<file path="src/rtl/core/hrsp_pkg.sv">
`timescale 1ns / 1ps
// ----------------------------------------------------------------------------
// hrsp_pkg
// shared types, codes and helpers of the hex record stream parser
// ----------------------------------------------------------------------------
package hrsp_pkg;

  localparam int OFFSET_BITS = 24;
  localparam int POS_BITS    = 10;

  localparam logic [POS_BITS-1:0] POS_MAX   = '1;
  localparam logic [7:0]          CHAR_COLON = 8'h3A;

  // status codes
  localparam logic [2:0] ST_OK       = 3'd0;
  localparam logic [2:0] ST_NO_COLON = 3'd1;
  localparam logic [2:0] ST_BAD_HEX  = 3'd2;
  localparam logic [2:0] ST_LEN      = 3'd3;
  localparam logic [2:0] ST_SUM      = 3'd4;

  // result kinds
  localparam logic KIND_DATA   = 1'b0;
  localparam logic KIND_STATUS = 1'b1;

  // header bytes before the data field: length, address high, address low, type
  localparam logic [8:0] HDR_BYTES = 9'd4;

  typedef struct packed {
    logic                   kind;
    logic [7:0]             data_byte;
    logic [OFFSET_BITS-1:0] buffer_offset;
    logic [7:0]             record_type;
    logic [2:0]             status;
    logic                   stopped;
    logic                   last;
  } result_t;

  typedef struct packed {
    logic [POS_BITS-1:0]    char_pos;
    logic [3:0]             high_nibble;
    logic [7:0]             rec_len;
    logic [7:0]             type_byte;
    logic [7:0]             run_sum;
    logic [2:0]             err_code;
    logic [OFFSET_BITS-1:0] data_count;
    logic                   halted;
  } parse_state_t;

  // bit 4 set when the character is not a hex digit
  function automatic logic [4:0] hex_value(input logic [7:0] c);
    logic [4:0] r;
    r = 5'h10;
    if (c >= 8'h30 && c <= 8'h39) begin
      r = {1'b0, 4'(c - 8'h30)};
    end else if (c >= 8'h61 && c <= 8'h66) begin
      r = {1'b0, 4'(c - 8'h57)};
    end else if (c >= 8'h41 && c <= 8'h46) begin
      r = {1'b0, 4'(c - 8'h37)};
    end
    return r;
  endfunction

endpackage

</file>
<file path="src/rtl/core/hex_record_stream_parser_top.sv">
`timescale 1ns / 1ps
// a result beat is registered in the result queue before it reaches the out_ port
// throughput: one character per cycle if in_ready; line end with a data byte gives two beats
// in_ready depends only on the fill of the four-entry result queue, never on out_ready
// reset (rst_n low, synchronous) clears parser state, offset counter, halt flag and queue
// ----------------------------------------------------------------------------
// hex_record_stream_parser_top
// parses hex record lines one character per beat into data and status beats
// ----------------------------------------------------------------------------
module hex_record_stream_parser_top (
  input  logic                            clk,
  input  logic                            rst_n,
  // character channel
  input  logic                            in_valid,
  output logic                            in_ready,
  input  logic [7:0]                      in_char_code,
  input  logic                            in_line_end,
  // result channel
  output logic                            out_valid,
  input  logic                            out_ready,
  output logic                            out_kind,
  output logic [7:0]                      out_data_byte,
  output logic [hrsp_pkg::OFFSET_BITS-1:0] out_buffer_offset,
  output logic [7:0]                      out_record_type,
  output logic [2:0]                      out_status,
  output logic                            out_stopped,
  output logic                            out_last
);

  // parser state, updated once per accepted character
  hrsp_pkg::parse_state_t st_r;
  hrsp_pkg::parse_state_t st_nxt;

  logic              data_vld;
  logic              stat_vld;
  hrsp_pkg::result_t data_res;
  hrsp_pkg::result_t stat_res;

  // result queue: four entries, up to two pushed per beat
  hrsp_pkg::result_t q_mem [4];
  logic [1:0]        wr_ptr_r;
  logic [1:0]        rd_ptr_r;
  logic [2:0]        count_r;
  logic [2:0]        count_nxt;

  logic              in_acc;
  logic              out_acc;
  logic [1:0]        n_push;
  hrsp_pkg::result_t first_res;

  hrsp_decode u_decode (
    .char_code (in_char_code),
    .line_end  (in_line_end),
    .st        (st_r),
    .st_nxt    (st_nxt),
    .data_vld  (data_vld),
    .data_res  (data_res),
    .stat_vld  (stat_vld),
    .stat_res  (stat_res)
  );

  // room for two beats is always kept before a character is taken
  assign in_ready = (count_r < 3'd3);
  assign in_acc   = in_valid && in_ready;
  assign out_valid = (count_r != 3'd0);
  assign out_acc   = out_valid && out_ready;

  // data beat goes first when a byte completes on the line's last character
  assign n_push    = in_acc ? ({1'b0, data_vld} + {1'b0, stat_vld}) : 2'd0;
  assign first_res = data_vld ? data_res : stat_res;
  assign count_nxt = count_r + {1'b0, n_push} - {2'b00, out_acc};

  always_ff @(posedge clk) begin
    if (!rst_n) begin
      st_r     <= '0;
      wr_ptr_r <= '0;
      rd_ptr_r <= '0;
      count_r  <= '0;
    end else begin
      if (in_acc) begin
        st_r <= st_nxt;
      end
      wr_ptr_r <= wr_ptr_r + n_push;
      if (out_acc) begin
        rd_ptr_r <= rd_ptr_r + 2'd1;
      end
      count_r <= count_nxt;
    end
  end

  // queue payload, no reset needed
  always_ff @(posedge clk) begin
    if (n_push != 2'd0) begin
      q_mem[wr_ptr_r] <= first_res;
    end
    if (n_push == 2'd2) begin
      q_mem[wr_ptr_r + 2'd1] <= stat_res;
    end
  end

  assign out_kind          = q_mem[rd_ptr_r].kind;
  assign out_data_byte     = q_mem[rd_ptr_r].data_byte;
  assign out_buffer_offset = q_mem[rd_ptr_r].buffer_offset;
  assign out_record_type   = q_mem[rd_ptr_r].record_type;
  assign out_status        = q_mem[rd_ptr_r].status;
  assign out_stopped       = q_mem[rd_ptr_r].stopped;
  assign out_last          = q_mem[rd_ptr_r].last;

endmodule

</file>
<file path="src/rtl/core/hrsp_decode.sv">
`timescale 1ns / 1ps
// ----------------------------------------------------------------------------
// hrsp_decode
// per-character decode: next parser state and up to two results
// ----------------------------------------------------------------------------
module hrsp_decode (
  input  logic [7:0]            char_code,
  input  logic                  line_end,
  input  hrsp_pkg::parse_state_t st,
  output hrsp_pkg::parse_state_t st_nxt,
  output logic                  data_vld,
  output hrsp_pkg::result_t     data_res,
  output logic                  stat_vld,
  output hrsp_pkg::result_t     stat_res
);

  always_comb begin
    logic [4:0]  hv;
    logic [3:0]  v;
    logic [7:0]  byte_val;
    logic [8:0]  idx;
    logic [8:0]  idx_rel;
    logic [10:0] total;
    logic [10:0] expect_len;
    logic [2:0]  stat;
    logic        stop;

    st_nxt     = st;
    data_vld   = 1'b0;
    stat_vld   = 1'b0;
    data_res   = '0;
    stat_res   = '0;
    hv         = hrsp_pkg::hex_value(char_code);
    v          = hv[3:0];
    byte_val   = '0;
    idx        = st.char_pos[hrsp_pkg::POS_BITS-1:1] - 9'd1;
    idx_rel    = idx - hrsp_pkg::HDR_BYTES;
    total      = '0;
    expect_len = '0;
    stat       = hrsp_pkg::ST_OK;
    stop       = 1'b0;

    if (!st.halted) begin
      if (st.char_pos == '0) begin
        if (char_code != hrsp_pkg::CHAR_COLON && st.err_code == hrsp_pkg::ST_OK) begin
          st_nxt.err_code = hrsp_pkg::ST_NO_COLON;
        end
      end else begin
        if (hv[4]) begin
          if (st.err_code == hrsp_pkg::ST_OK) begin
            st_nxt.err_code = hrsp_pkg::ST_BAD_HEX;
          end
          v = '0;
        end
        if (st.char_pos[0]) begin
          st_nxt.high_nibble = v;
        end else begin
          byte_val       = {st.high_nibble, v};
          st_nxt.run_sum = st.run_sum + byte_val;
          if (idx == 9'd0) begin
            st_nxt.rec_len = byte_val;
          end else if (idx == 9'd3) begin
            st_nxt.type_byte = byte_val;
          end else if (idx >= hrsp_pkg::HDR_BYTES && idx_rel < {1'b0, st.rec_len} &&
                       st_nxt.err_code == hrsp_pkg::ST_OK) begin
            data_vld               = 1'b1;
            data_res.kind          = hrsp_pkg::KIND_DATA;
            data_res.data_byte     = byte_val;
            data_res.buffer_offset = st.data_count;
            data_res.record_type   = st.type_byte;
            data_res.status        = hrsp_pkg::ST_OK;
            data_res.stopped       = 1'b0;
            data_res.last          = !line_end;
            st_nxt.data_count      = st.data_count + 1'b1;
          end
        end
      end

      if (st.char_pos != hrsp_pkg::POS_MAX) begin
        st_nxt.char_pos = st.char_pos + 1'b1;
      end

      if (line_end) begin
        // expected line length is 2 * length + 11 characters
        total      = {1'b0, st.char_pos} + 11'd1;
        expect_len = {2'b00, st_nxt.rec_len, 1'b0} + 11'd11;
        if (st_nxt.err_code != hrsp_pkg::ST_OK) begin
          stat = st_nxt.err_code;
        end else if (total != expect_len) begin
          stat = hrsp_pkg::ST_LEN;
        end else if (st_nxt.run_sum != 8'd0) begin
          stat = hrsp_pkg::ST_SUM;
        end
        stop = (stat != hrsp_pkg::ST_OK) || (st_nxt.type_byte != 8'd0);

        stat_vld               = 1'b1;
        stat_res.kind          = hrsp_pkg::KIND_STATUS;
        stat_res.data_byte     = '0;
        stat_res.buffer_offset = st_nxt.data_count;
        stat_res.record_type   = st_nxt.type_byte;
        stat_res.status        = stat;
        stat_res.stopped       = stop;
        stat_res.last          = 1'b1;

        st_nxt.halted      = stop;
        st_nxt.char_pos    = '0;
        st_nxt.high_nibble = '0;
        st_nxt.rec_len     = '0;
        st_nxt.type_byte   = '0;
        st_nxt.run_sum     = '0;
        st_nxt.err_code    = hrsp_pkg::ST_OK;
      end
    end
  end

endmodule

</file>
<file path="config.mk">
export PLATFORM = sky130hd
export DESIGN_NAME = hex_record_stream_parser_top
export DESIGN_NICKNAME = d
export VERILOG_FILES = /design/src/rtl/core/hrsp_pkg.sv /design/src/rtl/core/hex_record_stream_parser_top.sv /design/src/rtl/core/hrsp_decode.sv
export SDC_FILE = /design/constraint.sdc
export NUM_CORES = 1
export LEC_CHECK = 0
export BUFFER_PORTS_ARGS = -buffer_cell sky130_fd_sc_hd__buf_2
export CORE_ASPECT_RATIO = 1.1
export CORE_MARGIN = 8
export CORE_UTILIZATION = 37
export DETAILED_ROUTE_END_ITERATION = 8
export PLACE_DENSITY = 0.49
export SLEW_MARGIN = 15
export SYNTH_ARGS = -nofsm -noshare
export SYNTH_HDL_FRONTEND = slang
export SYNTH_SLANG_ARGS = --single-unit
</file>
<file path="constraint.sdc">
create_clock -name clk -period 8.3 [get_ports clk]
set_input_delay 0.83 -clock clk [delete_from_list [all_inputs] [get_ports clk]]
set_output_delay 0.83 -clock clk [all_outputs]
set_load 0.02 [all_outputs]
</file>
==> results of run 1 <==
## registers in the layout, summed over array words and instances (netlist names), named ones only
name / flops
q_mem: 184
st_r: 66
count_r: 3
rd_ptr_r: 2
wr_ptr_r: 2
## cells by family (layout without fill, tap and decap cells)
group,count (synthesis),after routing
AND/OR/NAND/NOR,580,580
buffers and inverters,146,178
flip-flops,259,259
XOR/XNOR,55,55
multiplexers,53,53
adder cells (fa/ha/maj),39,39
AO/OA/AOI/OAI,436,436
## critical path, cell delays in order (launching register included)
cell,delay (ps)
dfxtp_1,510
inv_1,170
ha_1,290
xor2_1,180
inv_1,140
ha_1,280
nand2_1,90
maj3_1,350
o22ai_1,160
xnor2_1,150
ha_1,260
a21o_1,180
a211oi_1,310
nand4b_1,210
nor2_1,190
ha_1,170
nand3_1,270
and2_1,340
nor3_1,770
nor2_1,450
clkinv_1,310
buf_4,510
## cells in the mapped netlist, types with 14 or more instances
cell	n	area, um^2
a21oi_1	85	425.4
a22oi_1	29	217.7
a31oi_1	58	362.9
and2_1	51	319.1
buf_2	21	105.1
clkbuf_1	70	262.8
dfxtp_1	107	2142
edfxtp_1	152	4564
ha_1	35	437.9
inv_1	37	138.9
mux4_2	46	1036
nand2_1	202	758.2
nand2b_1	17	106.4
nand3_1	50	250.2
nand4_1	16	100.1
nor2_1	88	330.3
nor2b_1	28	175.2
nor3_1	36	180.2
nor4_1	14	87.58
o21ai_0	103	515.5
o22ai_1	36	225.2
or3_1	17	106.4
xnor2_1	41	359.1
## area by class of cell
cell class	instances	area (um^2)	share of cell area (%)
clock inverter	18	140.1	0.8272
clock buffer	38	825.8	4.875
inverter	39	146.4	0.8642
tap	520	650.6	3.841
multi-input combinational	1163	7993	47.18
sequential	259	6711	39.62
timing repair buffer	83	473.0	2.792
## metal layers
metal	global-route usage, %	routed length, um	share of wire (%)	vias to the layer above
li1	-	-	-	5915
met1	26.83	21570	43	6131
met2	33.57	23820	47	478
met3	2.814	3216	6.4	105
met4	7.426	1672	3.3	0
met5	0	0	0	-
## path summary, 6_finish.rpt
kind | endpoint | slack [ps] | depth (start not counted)
min reg2reg | q_mem[3][42] | 450 | 2
max | q_mem[0][21] | 1600 | 21
max reg2reg | q_mem[0][21] | 1600 | 21
min | q_mem[3][42] | 450 | 2
## power groups by stage
stage               combinational (mW)  clock, mW  sequential, mW
floorplan                        0.492          0            1.44
global placement                 0.662          0            1.51
detailed placement               0.662          0            1.51
CTS                              0.665       1.33            1.49
global route                     0.699       1.38            1.49
finish                           0.651       1.30            1.48
## through the flow
step	util (%)	hold WS [ps]	setup WS, ps	instance area, um^2	power (mW)
after floorplan	-	419.8	2320	15270	1.928
after global placement	38.97	431.7	1998	15970	2.176
after detailed placement	38.97	439.9	1693	15970	2.177
after CTS	41.33	456.4	1663	16940	3.483
after global routing	41.33	482.2	1045	16940	3.571
final	41.33	452.0	1604	16940	3.435
==> flow_metrics.tcl, run 1 <==
set metrics [dict create \
    fillCellCount 4037 \
    clock_path_buffers 3 \
    finalNetCount 1626 \
    cts_max_level 1 \
    min_period_over_period_pct 80.67 \
    syn_nets 1618 \
    drc_errors 0 \
    ys_seq_area_share_pct 43.92 \
    grt_max_degree 74 \
    syn_area_per_cell_um2 9.737 \
    cp.arrival_ps 6900 \
    antenna_found_initial 0 \
    core_area_mm2 0.04099 \
    fin_skew_ps 24.55 \
    instances_no_fill 2120 \
    fp.dieW_um 209.7 \
    synth.area.mux_share_pct 7.269 \
    synth-simple-area-share_pct 19.67 \
    crit_start "st_r[58]" \
    power_frac_seq_pct 43.1 \
    row_count 78 \
    async_reset_ff_share_pct 0 \
    dieArea_mm2 0.04803 \
    yosys_warnings 0 \
    setup_viol 0 \
    cp-end-kind "flip-flop" \
    slew_viol_final 0 \
    hp-start "q_mem[3][42]" \
    synthXorXnorAreaFrac_pct 3.278 \
    avgViaCountPerCell 5.957 \
    grt_pass1_vias 12190 \
    cts-resized-gates 0 \
    drtIter0Drc 1125 \
    post-route-min-period_ps 6696 \
    p_leak_nw 5.777 \
    ys.flop_type "edfxtp_1" \
    cts_sinks 259 \
    combPwrFrac_pct 18.9 \
    cts_tree "built" \
    rr_startpoint "st_r[58]" \
    outcome "complete, no violations" \
    synthAdderAreaFrac_pct 3.261 \
    synth-edff-count 152 \
    grt_pass1_wl_um 76110 \
    synth_top_family_by_area "simple AND/OR/NAND/NOR gates" \
    internal_power_mw 2.392 \
    detail_route.wl_per_cell_um 23.71 \
    critical_path_class "reg -> reg" \
    rsz0062_at_grt "no" \
    drt-total-wl_um 50270 \
    synth_area_mm2 0.01527 \
    vias 12630 \
    syn-instance-count 1568 \
    min_path_type "reg -> reg" \
    required_ps 8500 \
    relSlewSlack_pct 30.53 \
    cts.reportedPaths.clkPinSlew_ps 70 \
    firstDrtPassIters 5 \
    synth_compound_area_share_pct 18.64 \
    cts_buffers 30 \
    worst_slew_pin_slew_ps 1034 \
    initial_utilization_pct 37.25 \
    p_switching_mw 1.044 \
    die_h_um 229.1 \
    ir_worst_vdd_uv 135.5 \
    postCtsSetupRepairBufs 0 \
    worstSkewPairLatency_ps 580 \
    sw_frac_of_total_pct 30.38 \
    finalWeightedCongestion 0.8598 \
    layout_common_cells "nand2_1 (202), edfxtp_1 (152), dfxtp_1 (105), o21ai_0 (103), nor2_1 (87)" \
    layout_commonest_cell "nand2_1" \
    grt_use_total_pct 20.32 \
    cts_hold_buf 0 \
    tns_ps 0 \
    drive_gt1_share_pct 15.19 \
    worstPathMaxFanout 31 \
    area_growth_pct 10.95 \
    grt-ovfl-total 0 \
    ant_nets 0 \
    ys_types 98 \
    cts_root_buf "clkbuf_16" \
    portBuffers 60 \
    io_pins 61 \
    fmax_mhz 149.4 \
    p_clk_share_pct 37.9 \
    finalHoldViolCount 0 \
    ys_seq_elements 259 \
    max-cap-violations 0 \
    diodes 0 \
    powerDensity_mw_per_mm2 202.8 \
    dp_hpwl_um 34300 \
    startpoint_type "flip-flop" \
    dp_cells 2064 \
]
Power figures use the tool's default switching activity.
==> run 2: changes to the inputs <==
--- a/config.mk
+++ b/config.mk
@@ -5,6 +5,7 @@
 export SDC_FILE = /design/constraint.sdc
 export NUM_CORES = 1
 export LEC_CHECK = 0
+export ABC_AREA = 1
 export BUFFER_PORTS_ARGS = -buffer_cell sky130_fd_sc_hd__buf_2
 export CORE_ASPECT_RATIO = 1.1
 export CORE_MARGIN = 8
==> constraint.sdc (replaced) <==
create_clock -name clk -period 6.4 [get_ports clk]
set_input_delay 0.64 -clock clk [delete_from_list [all_inputs] [get_ports clk]]
set_output_delay 0.64 -clock clk [all_outputs]
set_load 0.02 [all_outputs]
==> flow_metrics.tcl, run 2 <==
set metrics [dict create \
    grt_max_degree 62 \
    core_area_mm2 0.03899 \
    fin_skew_ps 20.62 \
    synth_top_area_share_pct 31.41 \
    row_count 76 \
    grt_pass1_wl_um 73050 \
    ir_worst_vdd_uv 219.4 \
    largest_register_ffs 184 \
    io_pins 61 \
    critical_path_class "reg -> reg" \
    critical-path-max-stage-delay_ps 520 \
    synth-edff-count 152 \
    path_common_cell "nor2_1" \
    grt-ovfl-total 0 \
    ys_seq_elements 259 \
    post-route-min-period_ps 5737 \
    required_ps 6830 \
    diodes 0 \
    instances_no_fill 2346 \
    initial_utilization_pct 37.28 \
    min_period_over_period_pct 89.64 \
    portBuffers 60 \
    cts_tree "built" \
    rsz0062_at_grt "no" \
    worstSkewPairLatency_ps 570 \
    synth_area_leaders "edfxtp_1 (31%), dfxtp_1 (15%), nand2_1 (7.0%)" \
    regMostFlops "q_mem" \
    firstDrtPassIters 5 \
    dieArea_mm2 0.04588 \
    powerDensity_mw_per_mm2 308.7 \
    syn-instance-count 1788 \
    rr_startpoint "st_r[57]" \
    syn_nets 1838 \
    reg_top3 "q_mem: 184 flops, st_r: 66 flops, count_r: 3 flops" \
    drtIter0Drc 936 \
    startpoint_type "flip-flop" \
    holdPathStages 2 \
    min_to "st_r[40]" \
    ys.flop_type "edfxtp_1" \
    cts_sinks 259 \
    fin_util_pct 41.90 \
    area_growth_pct 12.41 \
    cp_slowest_cell "buf_4" \
    drc_errors 0 \
    setup_viol 0 \
    ys_types 49 \
    cts.reportedPaths.clkPinSlew_ps 60 \
    worstPathMaxFanout 40 \
    ys_top_cells_by_count "nand2_1 (272), o21ai_0 (187), nor2_1 (183)" \
    grt_use_total_pct 20.02 \
    reg2reg_to "q_mem[1][2]" \
    syn_area_per_cell_um2 8.128 \
    cts_max_level 1 \
    finalNetCount 1866 \
    max-cap-violations 0 \
    p_leak_nw 6.019 \
    layout_common_cells "nand2_1 (268), o21ai_0 (187), nor2_1 (182), inv_1 (175), edfxtp_1 (152)" \
    dp_cells 2290 \
    cp.arrival_ps 6160 \
    finalWeightedCongestion 0.9032 \
    antenna_found_initial 0 \
    relSlewSlack_pct 37.77 \
    ys_seq_area_share_pct 46.15 \
    grt_pass1_vias 12610 \
    cts_root_buf "clkbuf_16" \
    ant_nets 0 \
    worst_slew_pin_slew_ps 932.2 \
    ff2ff_setup_slack_ps 660 \
    fp.dieW_um 205.0 \
    hp-start "st_r[40]" \
    r2r_cells 33 \
    dp_hpwl_um 31320 \
    cts_buffers 31 \
    yosysMostFrequentCell "nand2_1" \
    dp_slack_ps 381.7 \
    clock_path_buffers 3 \
    worst_slack_ps 663.0 \
    drive_gt1_share_pct 13.38 \
    avgViaCountPerCell 5.457 \
    synth_top_cell_by_area "edfxtp_1" \
    outcome "complete, no violations" \
    async_reset_ff_share_pct 0 \
    postCtsSetupRepairBufs 0 \
    slew_viol_final 0 \
    cp-end-kind "flip-flop" \
    finalHoldViolCount 0 \
    synth_area_mm2 0.01453 \
    vias 12800 \
    layout_commonest_cell "nand2_1" \
    drt-total-wl_um 46630 \
    yosys_warnings 0 \
    detail_route.wl_per_cell_um 19.88 \
    fmax_mhz 174.3 \
    die_h_um 223.9 \
    min_path_type "reg -> reg" \
    tns_ps 0 \
]
==> run 2: report_power, final <==
part / switching, mW / internal, mW / total [mW] / leakage (nW)
logic: 0.998 / 0.372 / 1.37 / 3.29
registers: 0.0866 / 1.86 / 1.95 / 2.25
clock network: 0.722 / 1.01 / 1.73 / 0.478
total: 1.81 / 3.24 / 5.04 / 6.02
==> run 2: repair_timing <==
| action | 4_1_cts | 5_1_grt |
|---|---|---|
| resized for setup | 0 | 1 |
| hold buffers | 0 | 0 |
| setup endpoints to repair | 0 | 17 |
==> run 2: cell families (layout without fill, tap and decap cells) <==
logic type | after synthesis | after routing | synth area share (%)
simple gates | 695 | 695 | 21.79
xor+xnor | 31 | 31 | 1.972
flops | 259 | 259 | 46.15
fa+ha+maj | 37 | 37 | 3.289
compound gates | 472 | 472 | 18.77
buf+inv | 291 | 342 | 7.826
mux | 3 | 3 | 0.2066
==> run 2: per-stage QoR <==
stage	total power [mW]	cell area [um^2]	hold WS (ps)
after floorplan	2.859	14530	436.2
final	5.044	16340	466.0
after CTS	5.099	16330	468.4
after global routing	5.298	16340	491.5
after detailed placement	3.367	15340	459.6
after global placement	3.361	15340	452.9
==> run 2: how the worst max path moves through the flow <==
stage,from,end,slack (ps),depth (start not counted)
6_report,st_r[57],q_mem[1][2],660,33
5_1_grt,st_r[57],q_mem[1][4],120,33
4_1_cts,st_r[57],q_mem[3][26],360,27
3_5_place_dp,st_r[57],q_mem[3][34],380,27
3_3_place_gp,st_r[58],q_mem[3][0],570,27
2_1_floorplan,st_r[58],q_mem[2][1],940,31
==> run 2: final cells by class <==
| cell class | instances | area [um^2] |
|---|---|---|
| clock buffers | 33 | 783.3 |
| clock inverters | 23 | 207.7 |
| fillers | 3951 | 22650 |
| inverters | 193 | 729.5 |
| multi-input cells | 1238 | 6701 |
| flip-flops and latches | 259 | 6708 |
| well taps | 507 | 634.4 |
| repair buffers | 93 | 573.1 |
==> run 2: critical path: cells and delay by family (launching register included) <==
kind                       cells  cell delay, ps
AOI/OAI and AO/OA              3             390
xor gates and xnor gates       1             160
adders and majority gates      4            1020
buffers and inverters         10            1620
DFF                            1             430
and+or+nand+nor               15            1980
==> run 2: metal layers <==
metal	vias up	wire length, um	part of all wire [%]	global-route usage (%)
met1	6081	20520	44	25.98
met5	-	0	0	0
met4	0	975	2.1	5.261
li1	6264	-	-	-
met2	391	22630	49	34.83
met3	65	2496	5.4	2.341
==> run 3: changes to the inputs <==
--- a/config.mk
+++ b/config.mk
@@ -12,6 +12,7 @@
 export CORE_UTILIZATION = 37
 export DETAILED_ROUTE_END_ITERATION = 8
 export PLACE_DENSITY = 0.49
+export RECOVER_POWER = 25
 export SLEW_MARGIN = 15
 export SYNTH_ARGS = -nofsm -noshare
 export SYNTH_HDL_FRONTEND = slang
==> flow_metrics.tcl, run 3 (same netlist as run 2, synthesis figures left out) <==
set metrics [dict create \
    drc_errors 0 \
    rr_startpoint "st_r[57]" \
    ir_worst_vdd_uv 218.7 \
    worstSkewPairLatency_ps 570 \
    drt-total-wl_um 46680 \
    portBuffers 60 \
    dp_hpwl_um 31320 \
    cts_sinks 259 \
    layout_common_cells "nand2_1 (271), nor2_1 (187), o21ai_0 (187), inv_1 (177), edfxtp_1 (152)" \
    cp_slowest_cell "buf_4" \
    worstPathMaxFanout 40 \
    grt_max_degree 62 \
    rsz0062_at_grt "no" \
    r2r_cells 33 \
    critical-path-max-stage-delay_ps 510 \
    fin_util_pct 41.54 \
    cts_buffers 31 \
    holdPathStages 2 \
    required_ps 6820 \
    grt_pass1_vias 12610 \
    tns_ps 0 \
    cp.arrival_ps 6140 \
    regMostFlops "q_mem" \
    diodes 0 \
    dpl_cell_area_mm2 0.01534 \
    drive_gt1_share_pct 9.897 \
    finalPower_mw 5.012 \
    critical_path_class "reg -> reg" \
    post-route-min-period_ps 5723 \
    cp-end-kind "flip-flop" \
    dieArea_mm2 0.04588 \
    relSlewSlack_pct -82.26 \
    outcome "complete, but fails checks" \
    grt_use_total_pct 20.02 \
    cts.reportedPaths.clkPinSlew_ps 60 \
    dp_slack_ps 381.7 \
    fp.dieW_um 205.0 \
    largest_register_ffs 184 \
    crit_start "st_r[57]" \
    avgViaCountPerCell 5.431 \
    whs_ps 466.0 \
    final_area_mm2 0.01620 \
    startpoint_type "flip-flop" \
    cts_root_buf "clkbuf_16" \
    worst_slack_ps 677.3 \
    slew_viol_final 101 \
    initial_utilization_pct 37.28 \
    combPwrFrac_pct 26.7 \
    dp_cells 2290 \
    fmax_mhz 174.7 \
    worst_slew_pin_slew_ps 2734 \
    postCtsSetupRepairBufs 0 \
    fin_skew_ps 19.35 \
    detail_route.wl_per_cell_um 19.90 \
    hp-start "st_r[40]" \
    internal_power_mw 3.202 \
    grt-ovfl-total 0 \
    violations "capacitance limit, slew limit" \
    clock_path_buffers 3 \
    min_path_type "reg -> reg" \
    ant_nets 0 \
    cts_max_level 1 \
    area_growth_pct 11.44 \
    finalWeightedCongestion 0.9032 \
    cts_tree "built" \
    p_switching_mw 1.810 \
    drtIter0Drc 998 \
    p_leak_nw 5.842 \
    antenna_found_initial 0 \
    p_clk_share_pct 34.5 \
    grt_pass1_wl_um 73050 \
    finalNetCount 1866 \
    setup_viol 0 \
    instances_no_fill 2346 \
    sw_frac_of_total_pct 36.11 \
    max-cap-violations 2 \
    layout_commonest_cell "nand2_1" \
    powerDensity_mw_per_mm2 309.5 \
    vias 12740 \
    power_frac_seq_pct 38.8 \
    cts_hold_buf 0 \
    die_h_um 223.9 \
    finalHoldViolCount 0 \
    reg_top3 "q_mem: 184 flops, st_r: 66 flops, count_r: 3 flops" \
    core_area_mm2 0.03899 \
    row_count 76 \
    min_period_over_period_pct 89.42 \
    io_pins 61 \
    firstDrtPassIters 5 \
]
run 3: routing by layer:
metal	GRT usage, %	routed length (um)	share of wire (%)	up-vias
met4	5.261	903	1.9	0
li1	-	-	-	6260
met1	25.98	20710	44	6049
met5	0	0	0	-
met2	34.83	22580	48	375
met3	2.341	2487	5.3	57
run 3: critical path, delay by kind of cell (launching register included):
family / cells / cell delay, ps
DFF: 1 / 430
and+or+nand+nor: 15 / 1930
buffers and inverters: 10 / 1620
AOI/OAI and AO/OA: 3 / 390
xor gates and xnor gates: 1 / 160
adders and majority gates: 4 / 1020
run 3: power groups by stage:
| stage | Clock, mW | Sequential, mW | Combinational, mW |
|---|---|---|---|
| 2_1_floorplan | 0 | 1.95 | 0.910 |
| 3_3_place_gp | 0 | 1.98 | 1.38 |
| 3_5_place_dp | 0 | 1.98 | 1.39 |
| 4_1_cts | 1.76 | 1.95 | 1.39 |
| 5_1_grt | 1.83 | 1.96 | 1.48 |
| 6_report | 1.73 | 1.95 | 1.34 |
run 3: layout make-up:
type,instances,area (um^2)
inverters,193,725.7
clock inverters,23,207.7
multi-input cells,1238,6634
repair buffers,93,503.0
clock buffers,33,783.3
fillers,3990,22790
flip-flops and latches,259,6708
well taps,507,634.4
run 3: final timing paths:
check	to	slack (ps)
setup reg to reg	q_mem[1][2]	680
hold reg to reg	st_r[40]	470
hold / removal	st_r[40]	470
setup / recovery	q_mem[1][2]	680
run 3: timing repair:
action	CTS	global route
resized for setup	0	1
hold endpoints to repair	0	0
endpoints found under the setup margin	0	17
